<file path="config.mk">
export PLATFORM = sky130hd
export DESIGN_NAME = lcp_divpipe
export DESIGN_NICKNAME = d
export VERILOG_FILES = /design/src/design/lcp_divpipe.sv
export SDC_FILE = /design/constraint.sdc
export NUM_CORES = 1
export LEC_CHECK = 0
export BUFFER_PORTS_ARGS = -buffer_cell sky130_fd_sc_hd__clkbuf_2
export CELL_PAD_IN_SITES_DETAIL_PLACEMENT = 0
export CELL_PAD_IN_SITES_GLOBAL_PLACEMENT = 2
export CORE_MARGIN = 5
export CORE_UTILIZATION = 47
export DETAILED_ROUTE_END_ITERATION = 10
export MAX_ROUTING_LAYER = met4
export PLACE_DENSITY = 0.95
export SETUP_SLACK_MARGIN = 0.05
export SLEW_MARGIN = 20
export SYNTH_ARGS = -nofsm -noshare
export SYNTH_HDL_FRONTEND = slang
export SYNTH_SLANG_ARGS = --single-unit
</file>
<file path="constraint.sdc">
create_clock -name clk -period 9.5 [get_ports clk]
set_clock_uncertainty 0.15 [all_clocks]
set_input_delay 1.9 -clock clk [delete_from_list [all_inputs] [get_ports clk]]
set_output_delay 1.9 -clock clk [all_outputs]
set_load 0.005 [all_outputs]
</file>
<file path="src/design/lcp_divpipe.sv">
`timescale 1ns / 1ps

// Restoring divider, one quotient bit per stage, one stage per enable bit.
module lcp_divpipe #(
  parameter int NUM_W = 34,
  parameter int DEN_W = 20,
  parameter int Q_W   = 14
) (
  input  logic             clk,
  input  logic [Q_W-1:0]   en,
  input  logic [NUM_W-1:0] num_in,
  input  logic [DEN_W-1:0] den_in,
  output logic [Q_W-1:0]   quo_out
);

  localparam int CW = (NUM_W > DEN_W + Q_W) ? NUM_W : DEN_W + Q_W;

  logic [NUM_W-1:0] rem_r [Q_W];
  logic [DEN_W-1:0] den_r [Q_W];
  logic [Q_W-1:0]   quo_r [Q_W];

  for (genvar j = 0; j < Q_W; j++) begin : g_step
    localparam int K = Q_W - 1 - j;
    logic [NUM_W-1:0] rem_src;
    logic [DEN_W-1:0] den_src;
    logic [Q_W-1:0]   quo_src;
    logic [CW-1:0]    dsh;
    logic             take;
    logic [NUM_W-1:0] rem_nxt;
    logic [Q_W-1:0]   quo_nxt;

    if (j == 0) begin : g_first
      assign rem_src = num_in;
      assign den_src = den_in;
      assign quo_src = '0;
    end else begin : g_rest
      assign rem_src = rem_r[j-1];
      assign den_src = den_r[j-1];
      assign quo_src = quo_r[j-1];
    end

    // compare against the shifted divisor and subtract on success
    always_comb begin
      dsh     = CW'(den_src) << K;
      take    = CW'(rem_src) >= dsh;
      rem_nxt = take ? NUM_W'(CW'(rem_src) - dsh) : rem_src;
      quo_nxt = quo_src;
      quo_nxt[K] = take;
    end

    always_ff @(posedge clk) begin
      if (en[j]) begin
        rem_r[j] <= rem_nxt;
        den_r[j] <= den_src;
        quo_r[j] <= quo_nxt;
      end
    end
  end

  assign quo_out = quo_r[Q_W-1];

endmodule

</file>
==> impl_metrics.csv, run 1 <==
group,metric,value,unit
floorplanning,dieArea,97600,µm²
critical_path,reg2reg_depth,11,
critical_path,cp.required,9740,ps
critical_path,path_buf_inv,2,
cells_and_area,fillers,7957,
timing,slew_viol_final,0,
cells_and_area,stdcell_count,5081,
global_routing,grt_remaining_overflow,0,
power_and_ir_drop,p_seq_frac,0.411,
yosys,ys_warn_count,0,
floorplanning,die_w,312,µm
cells_and_area,nets,4184,
floorplanning,core_area,91200,µm²
cts,cts.hold.buffers_added,0,
timing,finalCritPeriodShare,0.473,
cts,clockRootBuffer,"clkbuf_16",
timing,fin_crit,4490,ps
cells_and_area,multiInputGateArea,17200,µm²
placed_design,post-dp-hpwl,67800,µm
global_routing,grt_pass1_wl,140000,µm
critical_path,critPathCaptureType,"register",
critical_path,start_kind,"primary input",
floorplanning,start_util,0.471,
cells_and_area,drive_gt1_frac,0.0868,
yosys,synth_area_leader_cell,"edfxtp_1",
yosys,synthFlopType,"edfxtp_1",
routing,first_iter_violations,1422,
timing,whs,257,ps
timing,rsz0062_at_grt,"no",
yosys,synthTopCellsByArea,"edfxtp_1 (56%), ha_1 (8.1%), inv_1 (3.0%)",
yosys,synth.distinct_cells,89,
yosys,yosys.area.top_type_share,0.564,
floorplanning,die_y,312,µm
yosys,async_reset_ff_frac,0,
placed_design,port_buffers,82,
critical_path,cp_top_family,"compound AO/OA/AOI/OAI gates",
cts,cts.path.max_buffers,3,
timing,finalWorstSetupSlack,5010,ps
critical_path,crit_arrival,4740,ps
status,status,"completed",
global_routing,antenna_found_initial,1,
power_and_ir_drop,p_switching,4.42,mW
hold_path,hold_depth,0,
global_routing,grt_max_degree,68,
critical_path,cpMaxStageDelayCell,"o21ai_0",
cells_and_area,final_common_cell,"edfxtp_1",
cts,cts_tree,"done",
yosys,syn_area_per_cell,11.6,µm²
floorplanning,ios,83,
cts,clk_latency,650,ps
yosys,synth_edf_count,807,
floorplanning,rows,111,
yosys,ys_ff_latch,807,
placed_design,dp_slack,4430,ps
critical_path,cp_common_cell,"o21ai_0",
yosys,ys_seq_area_frac,0.564,
cells_and_area,ff_latch_area,24200,µm²
yosys,synth_cells,3691,
cells_and_area,area_delta_synth_final,10.8,%
placed_design,place.gp.congestion,0.891,
critical_path,crit_chain,"clkbuf_2, inv_1, ha_1, fa_1, nor2b_1, o31a_1, o21ai_0, o21ai_0, a221o_1, nand3_1, and2_1, xnor2_1, mux2_2",
cts,postCtsSetupRepairBufs,0,
global_routing,grt_util_all_layers,0.182,
power_and_ir_drop,power.internal,8.94,mW
routing,drc,0,
job,max_cap_violations,0,
critical_path,path_depth,13,
yosys,synth.cell_area,43000,µm²
routing,drt_wl_total,86500,µm
timing,tightest_slew,1000,ps
routing,wl_per_cell,17.0,µm
cells_and_area,n_antenna_cell,0,
power_and_ir_drop,combPwrFrac,0.344,
routing,vias,27200,
power_and_ir_drop,p_leak,18.7,nW
cells_and_area,final_cell_mix,"edfxtp_1 (807), inv_1 (349), nand2_1 (293)",
power_and_ir_drop,power_density,280,nW/µm²
routing,ant_nets,0,
routing,via_per_inst,5.35,
timing,finalHoldViolations,0,
cts,clkSlewWorstSetupHoldPaths,60,ps
timing,fmaxAchievable,0.222,GHz
cts,numCtsBuffers,87,
placed_design,dp_cells,4919,
cts,cts_resized,0,
cts,h-tree-depth,3,
power_and_ir_drop,switching_share,0.331,
critical_path,worstPathMaxFanout,4,
hold_path,hold_path.class,"register to register",
critical_path,crit_path_max_incr_delay,560,ps
power_and_ir_drop,peakVddDrop,138,µV
cts,clkSinkCount,807,
critical_path,crit_type,"primary input to register",
yosys,syn_nets,4053,
power_and_ir_drop,clkPwrFrac,0.245,
global_routing,grt_pass1_vias,27900,
timing,timing.setup.tns,0,ps
routing,drtPass1Iterations,5,
timing,final-setup-viol-count,0,
timing,relSlewSlack,0.323,
area by class of cell:
type | count | share of cell area
clock buffer | 106 | 0.0472
clock inverter | 56 | 0.0112
multi-input combinational | 2467 | 0.362
sequential | 807 | 0.508
timing repair buffer | 107 | 0.0125
inverter | 352 | 0.0277
tap | 1186 | 0.0311
worst reg2reg max path: cells and delay by family, from the launching register on:
family          cells  cell delay (ps)
flops               1              420
fa+ha+maj           1              380
compound gates      6             2250
xor+xnor            1              160
buf+inv             2              570
simple gates        1              110
kinds of logic after synthesis:
kind of cell | Yosys count | share of synthesized area
mux | 62 | 0.0161
compound gates | 878 | 0.129
xor+xnor | 277 | 0.0564
fa+ha+maj | 293 | 0.0875
buf+inv | 417 | 0.0368
flops | 807 | 0.564
simple gates | 957 | 0.110
stage by stage:
stage | power [mW] | instance area, µm² | utilization
detailed placement | 10.1 | 44900 | 0.492
global route | 14.2 | 47700 | 0.522
global placement | 10.1 | 44900 | 0.492
finish | 13.4 | 47700 | 0.522
CTS | 13.5 | 47700 | 0.522
floorplan | 8.98 | 43000 | -
synth_stat cells, types with 49 or more instances:
cell and number:
nand3_1 49, mux2_2 58, nor2_1 231, xnor2_1 137, nand2_1 293, inv_1 349, a21o_1 111, nor3_1 63
ha_1 280, a21oi_1 248, xor2_1 140, clkbuf_1 49, edfxtp_1 807, o21ai_0 243
flip-flops by register name, indices dropped and copies added (netlist names):
signal / count
den_r: 260
rem_r: 442
quo_r: 105
power groups by stage:
stage / clock network (mW) / registers [mW] / logic (mW)
3_3_place_gp: 0 / 5.55 / 4.56
2_1_floorplan: 0 / 5.36 / 3.62
4_1_cts: 3.36 / 5.49 / 4.61
5_1_grt: 3.51 / 5.56 / 5.17
3_5_place_dp: 0 / 5.56 / 4.59
6_report: 3.27 / 5.49 / 4.60
path summary, 6_finish.rpt:
path / to / slack [ps] / from
setup / recovery: rem_r[0][31]$_DFFE_PP_ / 5010 / num_in[13]
hold / removal: quo_r[0][106]$_DFFE_PP_ / 260 / quo_r[0][92]$_DFFE_PP_
setup reg to reg: rem_r[10][27]$_DFFE_PP_ / 5200 / rem_r[9][7]$_DFFE_PP_
hold reg to reg: quo_r[0][106]$_DFFE_PP_ / 260 / quo_r[0][92]$_DFFE_PP_
layer usage:
layer	up-vias	GRT usage	part of all wire
li1	13900	-	-
met1	12700	0.175	0.36
met2	423	0.359	0.56
met3	223	0.0255	0.026
met4	0	0.0808	0.049
met5	-	-	0
Power figures use the tool's default switching activity.
==> inputs of run 2 (changes only) <==
--- a/config.mk
+++ b/config.mk
@@ -9,10 +9,10 @@
 export CELL_PAD_IN_SITES_DETAIL_PLACEMENT = 0
 export CELL_PAD_IN_SITES_GLOBAL_PLACEMENT = 2
 export CORE_MARGIN = 5
-export CORE_UTILIZATION = 47
+export CORE_UTILIZATION = 40
 export DETAILED_ROUTE_END_ITERATION = 10
 export MAX_ROUTING_LAYER = met4
-export PLACE_DENSITY = 0.95
+export PLACE_DENSITY = 0.88
 export SETUP_SLACK_MARGIN = 0.05
 export SLEW_MARGIN = 20
 export SYNTH_ARGS = -nofsm -noshare
==> constraint.sdc (replaced) <==
create_clock -name clk -period 3.6 [get_ports clk]
set_clock_uncertainty 0.15 [all_clocks]
set_input_delay 0.72 -clock clk [delete_from_list [all_inputs] [get_ports clk]]
set_output_delay 0.72 -clock clk [all_outputs]
set_load 0.005 [all_outputs]
==> run 2 against run 1 <==
Compared with the run above: combinational power grew to 2.9 times the previous value; die area rose by 17%; via count grew 3.4%; sequential power grew to 2.6 times the previous value; power grew to 2.7 times the previous value; count of clock-buffer cells in the layout down 3; non-clock buffer count rose by 185; critical path depth decreased by 2; sequential cell count stayed put; first-iteration DRC count fell by 21%; register-to-register slack worse by 5100 ps; cell count increased by 7.9%; critical path type is now register to register.
==> impl_metrics.csv, run 2 (synthesized netlist as in run 1, its figures left out) <==
group,metric,value,unit
routing,drtPass1Iterations,5,
critical_path,critPathCaptureType,"register",
critical_path,cp_top_family,"simple AND/OR/NAND/NOR gates",
timing,rsz0062_at_grt,"yes",
critical_path,crit_type,"register to register",
cells_and_area,design_area,49900,µm²
routing,drc,0,
critical_path,crit_chain,"ha_2, nand4b_1, or4_4, o41ai_2, buf_4, or2_4, a21o_2, o41ai_4, a221o_1, nor4b_2, xor2_1",
cts,clkSlewWorstSetupHoldPaths,60,ps
floorplanning,rows,120,
global_routing,grt_pass1_wl,147000,µm
cts,clkSinkCount,807,
cts,clk_latency,650,ps
routing,first_iter_violations,1128,
timing,fin_crit,3490,ps
cells_and_area,final_cell_mix,"edfxtp_1 (807), inv_1 (347), nand2_1 (292)",
power_and_ir_drop,peakVddDrop,402,µV
floorplanning,ios,83,
timing,fmaxAchievable,0.287,GHz
global_routing,antenna_found_initial,2,
placed_design,place.gp.congestion,0.880,
routing,wl_per_cell,16.7,µm
routing,via_per_inst,5.13,
cts,clockRootBuffer,"clkbuf_16",
timing,relSlewSlack,0.489,
cts,cts_tree,"done",
job,max_cap_violations,0,
power_and_ir_drop,p_leak,19.7,nW
hold_path,min_to,"den_r[0][12]$_DFFE_PP_",
floorplanning,die_y,338,µm
critical_path,timing.rr.end,"rem_r[10][28]$_DFFE_PP_",
floorplanning,die_w,338,µm
global_routing,grt_remaining_overflow,0,
status,status,"completed",
cts,cts.path.max_buffers,3,
hold_path,hold_start,"den_in[12]",
critical_path,crit_path_max_incr_delay,500,ps
floorplanning,start_util,0.402,
cts,h-tree-depth,3,
cells_and_area,area_delta_synth_final,16.0,%
cells_and_area,drive_gt1_frac,0.140,
critical_path,worstPathMaxFanout,4,
hold_path,hold_depth,1,
critical_path,path_buf_inv,1,
critical_path,cp.required,3840,ps
timing,slew_viol_final,0,
critical_path,reg2reg_slack,110,ps
critical_path,reg2reg_depth,11,
cells_and_area,final_common_cell,"edfxtp_1",
routing,drt_wl_total,91500,µm
routing,ant_nets,0,
routing,vias,28100,
cells_and_area,top_regs,"rem_r (442), den_r (260), quo_r (105)",
placed_design,post-dp-hpwl,71900,µm
cells_and_area,nets,4369,
critical_path,crit_arrival,3730,ps
critical_path,start_kind,"register",
placed_design,port_buffers,82,
global_routing,grt_pass1_vias,29100,
critical_path,r2r-start,"rem_r[9][17]$_DFFE_PP_",
placed_design,placed_area,46600,µm²
floorplanning,dieArea,114000,µm²
cells_and_area,regMostFlops,"rem_r",
hold_path,hold_path.class,"primary input to register",
critical_path,cpMaxStageDelayCell,"or4_4",
cts,numCtsBuffers,87,
timing,finalCritPeriodShare,0.970,
floorplanning,core_area,107000,µm²
timing,tightest_slew,767,ps
global_routing,grt_util_all_layers,0.166,
power_and_ir_drop,power_density,733,nW/µm²
timing,finalHoldViolations,0,
power_and_ir_drop,total_power,36.6,mW
global_routing,grt_max_degree,67,
timing,final-setup-viol-count,0,
cells_and_area,largest_reg_flops,442,
cts,cts.hold.buffers_added,0,
run 2: changes by cell type in the layout (fill, tap and decap cells not counted), moves of 5 or more:
cell,previous run,this run
a211oi_1,26,21
buf_4,25,193
clkbuf_1,19,14
a211oi_2,0,5
buf_12,0,12
ha_1,280,272
ha_4,0,6
run 2: per-stage QoR:
step | setup slack, ps | cells | hold slack, ps | TNS, ps | util
3_5_place_dp | -29.4 | 5307 | 255 | -85.7 | 0.436
4_1_cts | 50.2 | 5469 | 64.9 | 0 | 0.463
3_3_place_gp | 15.9 | 5307 | 251 | 0 | 0.436
6_report | 110 | 5484 | 111 | 0 | 0.467
5_1_grt | 1.97 | 5484 | 70.3 | 0 | 0.467
2_1_floorplan | 156 | 3691 | 250 | 0 | -
run 2: worst max path at each step:
stage,endpoint,start,cells after the start
finish,rem_r[10][28]$_DFFE_PP_,rem_r[9][17]$_DFFE_PP_,11
global route,rem_r[1][32]$_DFFE_PP_,rem_r[0][12]$_DFFE_PP_,13
CTS,rem_r[10][4]$_DFFE_PP_,rem_r[9][7]$_DFFE_PP_,9
detailed placement,rem_r[12][21]$_DFFE_PP_,rem_r[11][1]$_DFFE_PP_,15
global placement,rem_r[5][29]$_DFFE_PP_,rem_r[4][9]$_DFFE_PP_,12
floorplan,rem_r[0][20]$_DFFE_PP_,den_in[8],11
run 2: report_power, final:
part	internal [mW]	total [mW]	switching, mW	leakage [nW]
sequential	13.2	14.5	1.29	7.79
combinational	6.11	13.2	7.11	10.5
clock	5.19	8.85	3.66	1.39
total	24.5	36.6	12.1	19.7
run 2: layer usage:
layer	vias to the layer above	share of wire	global-route usage	wire [µm]
met5	-	0	-	0
li1	14200	-	-	-
met4	0	0.060	0.0853	5450
met3	253	0.026	0.0226	2380
met1	13200	0.37	0.162	33600
met2	417	0.55	0.318	50000
run 2: what timing repair did:
| item | 4_1_cts | 5_1_grt |
|---|---|---|
| buffers inserted | 0 | 12 |
| setup endpoints to repair | 17 | 109 |
| gates cloned | 0 | 2 |
| pin swaps | 2 | 25 |
| resized for setup | 10 | 56 |
run 2: layout make-up:
cell class / instances / area (µm²)
Sequential cell: 807 / 24200
Clock inverter: 59 / 559
Multi-Input combinational cell: 2467 / 17500
Fill cell: 9752 / 57000
Clock buffer: 103 / 2280
Tap cell: 1403 / 1760
Antenna cell: 1 / 2.50
Timing Repair Buffer: 292 / 2180
Inverter: 352 / 1320
==> inputs of run 3 (changes only) <==
--- a/config.mk
+++ b/config.mk
@@ -7,9 +7,9 @@
 export LEC_CHECK = 0
 export BUFFER_PORTS_ARGS = -buffer_cell sky130_fd_sc_hd__clkbuf_2
 export CELL_PAD_IN_SITES_DETAIL_PLACEMENT = 0
-export CELL_PAD_IN_SITES_GLOBAL_PLACEMENT = 2
+export CELL_PAD_IN_SITES_GLOBAL_PLACEMENT = 1
 export CORE_MARGIN = 5
-export CORE_UTILIZATION = 40
+export CORE_UTILIZATION = 47
 export DETAILED_ROUTE_END_ITERATION = 10
 export MAX_ROUTING_LAYER = met4
 export PLACE_DENSITY = 0.88
==> run 3 against run 2 <==
Compared with the run above: critical path depth rose by 1; via count barely moved; combinational power barely moved; clock power fell by 2.8%; register-to-register slack barely moved; sequential power barely moved; maximum frequency rose by 0.24%; non-clock buffer count rose by 8.
==> impl_metrics.csv, run 3 (synthesized netlist as in run 1, its figures left out) <==
group,metric,value,unit
hold_path,hold_path.class,"primary input to register",
cts,clkSinkCount,807,
cells_and_area,largest_reg_flops,442,
floorplanning,ios,83,
cts,h-tree-depth,3,
placed_design,port_buffers,82,
placed_design,place.gp.congestion,0.902,
timing,fmaxAchievable,0.287,GHz
global_routing,grt_pass1_vias,29000,
timing,relSlewSlack,0.458,
cts,clkSlewWorstSetupHoldPaths,60,ps
job,max_cap_violations,0,
timing,whs,125,ps
critical_path,crit_path_max_incr_delay,560,ps
routing,vias,28200,
cells_and_area,final_cell_mix,"edfxtp_1 (807), inv_1 (349), nand2_1 (292)",
cells_and_area,drive_gt1_frac,0.140,
power_and_ir_drop,power_density,731,nW/µm²
critical_path,critPathCaptureType,"register",
critical_path,crit_arrival,3690,ps
cells_and_area,stdcell_count,5273,
timing,tightest_slew,810,ps
routing,drc,0,
timing,finalHoldViolations,0,
placed_design,dp_slack,-145,ps
placed_design,post-dp-hpwl,65400,µm
critical_path,crit_type,"register to register",
routing,wl_per_cell,16.0,µm
placed_design,placed_area,46400,µm²
timing,fin_crit,3480,ps
routing,ant_nets,0,
cells_and_area,final_common_cell,"edfxtp_1",
critical_path,start_kind,"register",
power_and_ir_drop,total_power,36.2,mW
critical_path,r2r-start,"rem_r[7][5]$_DFFE_PP_",
hold_path,hold_depth,1,
critical_path,reg2reg_slack,120,ps
cells_and_area,fillers,7673,
timing,slew_viol_final,0,
routing,drt_wl_total,84100,µm
cts,clk_latency,630,ps
cts,numCtsBuffers,87,
cts,clockRootBuffer,"clkbuf_16",
hold_path,min_to,"den_r[0][9]$_DFFE_PP_",
cells_and_area,design_area,49500,µm²
power_and_ir_drop,p_leak,19.7,nW
routing,first_iter_violations,1206,
floorplanning,start_util,0.471,
timing,rsz0062_at_grt,"yes",
critical_path,path_buf_inv,1,
cells_and_area,nets,4378,
global_routing,grt_util_all_layers,0.176,
floorplanning,die_w,312,µm
cells_and_area,n_antenna_cell,0,
cts,cts.hold.buffers_added,0,
global_routing,antenna_found_initial,0,
timing,final-setup-viol-count,0,
critical_path,reg2reg_depth,12,
status,status,"completed",
floorplanning,die_y,312,µm
floorplanning,core_area,91200,µm²
cts,cts.path.max_buffers,3,
critical_path,cp_top_family,"compound AO/OA/AOI/OAI gates",
routing,via_per_inst,5.34,
floorplanning,rows,111,
routing,drtPass1Iterations,5,
critical_path,crit_chain,"inv_1, ha_2, fa_2, nor2b_1, o31a_1, o21ai_2, a211oi_1, o32a_1, o311ai_2, or4b_4, nor4_4, xor2_1",
global_routing,grt_max_degree,67,
global_routing,grt_remaining_overflow,0,
critical_path,timing.rr.end,"rem_r[8][29]$_DFFE_PP_",
timing,finalWorstSetupSlack,118,ps
cells_and_area,top_regs,"rem_r (442), den_r (260), quo_r (105)",
timing,finalCritPeriodShare,0.967,
cells_and_area,regMostFlops,"rem_r",
power_and_ir_drop,peakVddDrop,437,µV
floorplanning,dieArea,97600,µm²
hold_path,hold_start,"den_in[9]",
cts,cts_tree,"done",
critical_path,cpMaxStageDelayCell,"or4b_4",
critical_path,worstPathMaxFanout,4,
cells_and_area,area_delta_synth_final,15.2,%
global_routing,grt_pass1_wl,138000,µm
critical_path,cp.required,3810,ps
placed_design,dp_cells,5103,
-- run 3: cell types whose count changed in the layout (fill, tap and decap cells not counted), moves of 3 or more --
cell        before  now
a211oi_1        21   24
buf_2            3    0
buf_12          12    9
clkbuf_2        79   82
o21ai_1          7   11
o21ai_0        238  234
clkinvlp_4       2    5
buf_4          193  206
clkinv_2        17   14
a211oi_2         5    2
inv_2            5    2
-- run 3: report_power, final --
| group | switching, mW | total, mW | internal, mW |
|---|---|---|---|
| sequential | 1.24 | 14.5 | 13.2 |
| clock | 3.53 | 8.60 | 5.06 |
| combinational | 7.02 | 13.2 | 6.14 |
| total | 11.8 | 36.2 | 24.4 |
-- run 3: repair_timing --
| action | in CTS | in global routing |
|---|---|---|
| gates resized for setup | 10 | 54 |
| endpoints found under the setup margin | 45 | 135 |
| setup buffers | 0 | 7 |
| gates cloned | 1 | 2 |
| pin swaps | 3 | 18 |
-- run 3: routing by layer --
metal,GRT usage,vias to the layer above,part of all wire
met4,0.0868,0,0.056
met1,0.169,13100,0.36
met5,-,-,0
met2,0.343,498,0.56
li1,-,14300,-
met3,0.0243,275,0.027
-- run 3: worst max-delay path by stage --
stage                           from                     end  slack, ps  cells past startpoint
2_1_floorplan              den_in[8]  rem_r[0][20]$_DFFE_PP_        160                     11
4_1_cts        rem_r[4][9]$_DFFE_PP_  rem_r[5][29]$_DFFE_PP_         60                     11
5_1_grt        den_r[5][1]$_DFFE_PP_  rem_r[6][23]$_DFFE_PP_       -0.1                     14
3_5_place_dp               den_in[2]  rem_r[0][24]$_DFFE_PP_       -150                     12
6_report       rem_r[7][5]$_DFFE_PP_  rem_r[8][29]$_DFFE_PP_        120                     12
3_3_place_gp               den_in[2]  rem_r[0][16]$_DFFE_PP_       -140                     12
-- run 3: stage by stage --
stage	TNS [ps]	util
after floorplan	0	-
after global placement	-2510	0.508
after detailed placement	-3200	0.508
after CTS	0	0.539
after global routing	-0.0955	0.543
final	0	0.543
-- run 3: cell type report --
cell class                 count  area [µm²]  area share
clock buffer                 102        2250      0.0455
tap                         1186        1480      0.0300
sequential                   807       24200       0.489
clock inverter                58         533      0.0108
timing repair buffer         300        2200      0.0444
inverter                     352        1340      0.0269
multi-input combinational   2468       17500       0.353
-- run 3: worst register-to-register path, delay by kind of cell, from the launching register on --
family / cells / cell delay, ps
and+or+nand+nor: 3 / 790
adders and majority gates: 2 / 440
xor gates and xnor gates: 1 / 100
DFF: 1 / 410
buffers and inverters: 1 / 90
AOI/OAI and AO/OA: 5 / 1240
